[config.mk]
export PLATFORM = sky130hd
export DESIGN_NAME = smarsi_ram
export DESIGN_NICKNAME = d
export VERILOG_FILES = /design/src/design/smarsi_ram.sv
export SDC_FILE = /design/constraint.sdc
export NUM_CORES = 2
export LEC_CHECK = 0
export BUFFER_PORTS_ARGS = -buffer_cell sky130_fd_sc_hd__buf_2
export CORE_ASPECT_RATIO = 0.6
export CORE_MARGIN = 3
export CORE_UTILIZATION = 57
export CTS_CLUSTER_SIZE = 20
export DETAILED_ROUTE_END_ITERATION = 8
export GPL_TIMING_DRIVEN = 0
export HOLD_SLACK_MARGIN = 0.03
export PLACE_DENSITY_LB_ADDON = 0.08
export SYNTH_ARGS = -nofsm -noshare
export SYNTH_HDL_FRONTEND = slang
export SYNTH_SLANG_ARGS = --single-unit
export TNS_END_PERCENT = 50
[constraint.sdc]
create_clock -name clk_i -period 3.45 [get_ports clk_i]
set_input_delay 0.5175 -clock clk_i [delete_from_list [all_inputs] [get_ports clk_i]]
set_output_delay 0.5175 -clock clk_i [all_outputs]
set_load 0.02 [all_outputs]
[src/design/smarsi_ram.sv]
module smarsi_ram #(
  parameter int unsigned WIDTH = 32,
  parameter int unsigned DEPTH = 64
) (
  input  logic                     clk_i,
  input  logic                     we_i,
  input  logic [$clog2(DEPTH)-1:0] waddr_i,
  input  logic [WIDTH-1:0]         wdata_i,
  input  logic                     re_i,
  input  logic [$clog2(DEPTH)-1:0] raddr_i,
  output logic [WIDTH-1:0]         rdata_o
);

  logic [WIDTH-1:0] mem_q [DEPTH];
  logic [WIDTH-1:0] rdata_q;

  // write port
  always_ff @(posedge clk_i) begin
    if (we_i) begin
      mem_q[waddr_i] <= wdata_i;
    end
  end

  // registered read port, holds while not enabled
  always_ff @(posedge clk_i) begin
    if (re_i) begin
      rdata_q <= mem_q[raddr_i];
    end
  end

  assign rdata_o = rdata_q;

endmodule

# [After elaboration in Yosys (flattened, before gate mapping)]
# Memories as Yosys holds them, arrays and structs flattened. A register that Yosys moved wholly into a read port is not among the register bits.
# Index checks and enable logic that the tools add are counted.
[totals] mem_count=1 word_cells=3 output_inout_bits=32 romBits=0 inputBits=47 latchBits=0 register_bits=0 ram_bits=2048
[op_classes] multipliers=0 n_reduce_logical=0 n_addsub=0 bitwise_logic=0 div_mod_pow=0 order_cmp=0 n_mux=2 shift=0 n_eq_ne=0
[memory_table] memory="mem_q" depth=64 width=32 read_ports=1 rd_ports_with_merged_regs=1 write_ports=1 line_no="14" rtl="logic [WIDTH-1:0] mem_q [DEPTH];"
[ops] operator="two-way mux 1 bit" n=2

# [Depth between registers and ports, before layout]
[logic_depth] word_depth=2 ltp_mapped=10 mapped_depth_nobuf=5

# [Worst setup path before layout]
# No wires, ideal clock.
[synth_path] path_kind="input-to-reg" start="in waddr_i[3]" end="mem mem_q[48][0], enable pin" cell_stages=4 setup_ps=461 path_buffers=1 required_time_ps=2989 arrival_time_ps=3216 setup_slack_ps=-227 cell_sequence="clkbuf_1 nor2b_1 nand4b_1 nor3_1"
[synth_rtl] element="start: declaration" line_no="7" rtl="input logic [$clog2(DEPTH)-1:0] waddr_i,"
[synth_rtl] element="end: declaration" line_no="14"
# Straight into the memory's write port.

==> results.md <==
* Synth Warn # at 0
* Vias at slightly below 40k
* Ys async rst share at 0%
* DR WL/cell at 42.09 um
* Layout Nets at 3699
* CP required at 4.09 ns
* Fin crit share at 107.3%
* Largest net degree at the start of global routing at 65
* TritonCTS Buffers at between 150 and 200
* Initial antenna violation count at 17
* Worst hold path class: in2reg
* Most used DFF post-synth: edfxtp_1
* Setup TNS at -0.9741 ns
* Post-route ant nets at 0
* Leakage at 27.69 nW
* Core Rows at approximately 110
* Crit-path max FO at 10
* FMAX at 0.2701 GHz
* TritonCTS clock tree: built
* Area grow syn2layout at 13.33%
* Critical path's slowest cell: clkbuf_1
* Net Count, Synth at 3371
* DP Cell Count at around 5.3k
* Count of final setup violators at 11
* Ports at 79
* Vias in the first global route at ~38k
* GRT Overall Usage at 33.56%
* Critical path class: in2reg
* Slew headroom at -4.755%
* Area of the die at approximately 140000 um2
* Clock-pin slew on the worst setup and hold paths at 0.07 ns
* Top cells by area, synth: edfxtp_1, mux4_2, mux2i_1
* Worst path bufs/invs at 3
* DRT Wirelength at 236.7 mm
* Vias/cell at between 7 and 8
* Crit. End Element: flip-flop
* Die H at 294.1 um
* Fin worst setup slack at -0.2528 ns
* Failing checks: capacitance limit, slew limit, setup timing
* Critical Path AT at roughly 4.3 ns
* Port buffer count at 70
* Core area at 137000 um2
* Clock Latency Late Sink at 0.80 ns
* Number of flops mapped to enable cells by yosys at 2080
* Share of layout cells above drive strength 1 at 29.47%
* Gate Count Post-Synth at 3324
* CP delay by family, top: buffers and inverters
* Area leader, netlist: edfxtp_1
* Worst hold slack at around 0.22 ns
* CTS root buf: clkbuf_16
* CTS H-tree depth at 4
* Final Hold Violating Endpoints at 0
* Post-Syn Area at 78840 um2
* Syn Area/Cell at 23.72 um2
* VDD IR max at 0.5291 mV
* Clk buf depth at 3
* Status: finished, violations left
* Crit path cell chain: clkbuf_1 > buf_2 > clkbuf_1 > mux4_2 > o22ai_1 > nor2_1 > a21oi_1 > nor2_1
* Shortest period the worst path allows at 3.703 ns
* RSZ-0062 raised after global routing: true
* Post-DP HPWL at approximately 160 mm
* Distinct cell type count after synthesis at 33
* TritonRoute pass-1 iters at 7
* Finished Layout Cells at approximately 5.6k
* Power Dens Cells at 571.7 nW/um2
* Yosys reg bits at 2080
* Max-Cap Viols at 1
* Register area share after synthesis at 79.23%
* Slew Viols, Final at 11
* Die X at 486.1 um
* TritonCTS Sinks at around 2.1k
* First-pass GRT wire length at 319.3 mm
* First DRT Iteration DRCs at between 7k and 8k
* Initial Utilization at 57.53%
* Critical Path Start Type: primary input
* CP max stage delay at 1.12 ns
* GR Overflow Total at 0
* Clock skew at 0.02762 ns
* DR DRC count at 0
* GPL Wtd Cong at ~0.91
* Worst Max-Slew Pin Slew at 1.571 ns
* Top-area cell type share of the netlist area at 79.23%
* Pre-CTS setup slack at -1.469 ns
-- logic make-up (layout without fill, tap and decap cells) --
logic type / Yosys count / count (layout) / synth area share, %
AOI/OAI and AO/OA: 202 / 202 / 1.666
and+or+nand+nor: 223 / 223 / 1.260
buffers and inverters: 182 / 652 / 1.124
muxes: 637 / 637 / 16.72
DFF: 2080 / 2080 / 79.23
other: 0 / 10 / 0
-- cells in the final DEF (no fill, tap or decap), types with 15 or more instances in the layout --
cell type,n
clkbuf_16,186
clkinv_1,40
clkinv_2,39
mux2i_1,93
buf_1,15
o221ai_1,27
nor2b_1,15
a21oi_1,57
nand2_1,26
buf_12,58
buf_4,39
nor2_4,62
clkbuf_1,96
edfxtp_1,2080
bufinv_16,16
mux4_2,544
nor2_1,74
o22ai_1,84
buf_2,114
-- stage by stage --
| step | instance area [um2] | power (mW) | util, % |
|---|---|---|---|
| after floorplan | 78840 | 30.02 | - |
| after global placement | 81470 | 31.46 | 59.45 |
| after detailed placement | 83490 | 31.59 | 60.93 |
| after CTS | 89210 | 51.11 | 65.11 |
| after global routing | 89330 | 52.30 | 65.19 |
| final | 89340 | 51.08 | 65.20 |
-- state kept, by name, indices dropped and copies added (netlist names) --
register	cells
mem_q	2048
rdata_o	32
-- layout make-up --
type                            count  area, um2
Clock inverter                    103      898.4
Buffer                            181      928.4
Tap cell                         1819       2276
Fill cell                        8636      47680
Multi-Input combinational cell   1062      16000
Antenna cell                       10      25.02
Clock buffer                      220       4782
Sequential cell                  2080      62460
Timing Repair Buffer              148       1978
-- power breakdown --
group	internal (mW)	switching, mW
Combinational	0.950	2.11
Clock	11.0	8.92
Sequential	28.0	0.0490
-- synthesized netlist by cell type (all sizes together), types with 4 or more instances --
cell       n
a311oi     8
o22ai     84
edfxtp  2080
clkbuf    74
a21oi     62
or3b       5
mux4     544
and3       4
nand2b     8
nand3b     5
a41o       4
o32ai      4
o221ai    27
nor3       7
buf      108
nand3      5
mux2i     93
nor2b     15
nand2     26
nor2     137
a22oi     12
-- timing repair --
item	in CTS	in global routing
gates cloned	0	0
resized for setup	9	25
setup buffers	2	0
hold buffers	0	0
pin swaps	1	0
setup endpoints to repair	14	13
-- layer usage --
layer / up-vias / wire length (um) / track usage, %
met5: - / 0 / 0
met1: 21120 / 91400 / 51.37
met3: 396 / 37980 / 12.34
met4: 0 / 7444 / 9.577
li1: 14960 / - / -
met2: 3186 / 99850 / 45.91
-- final timing paths --
check / to / startpoint / slack, ns / cells after the start
worst max register to register: rdata_o[11] / mem_q[19][11] / 0.88 / 4
worst max-delay path: rdata_o[25] / raddr_i[2] / -0.25 / 8
worst min-delay path: mem_q[20][12] / wdata_i[12] / 0.22 / 1
worst min register to register: rdata_o[17] / mem_q[13][17] / 1.01 / 4
Power figures use the tool's default switching activity.
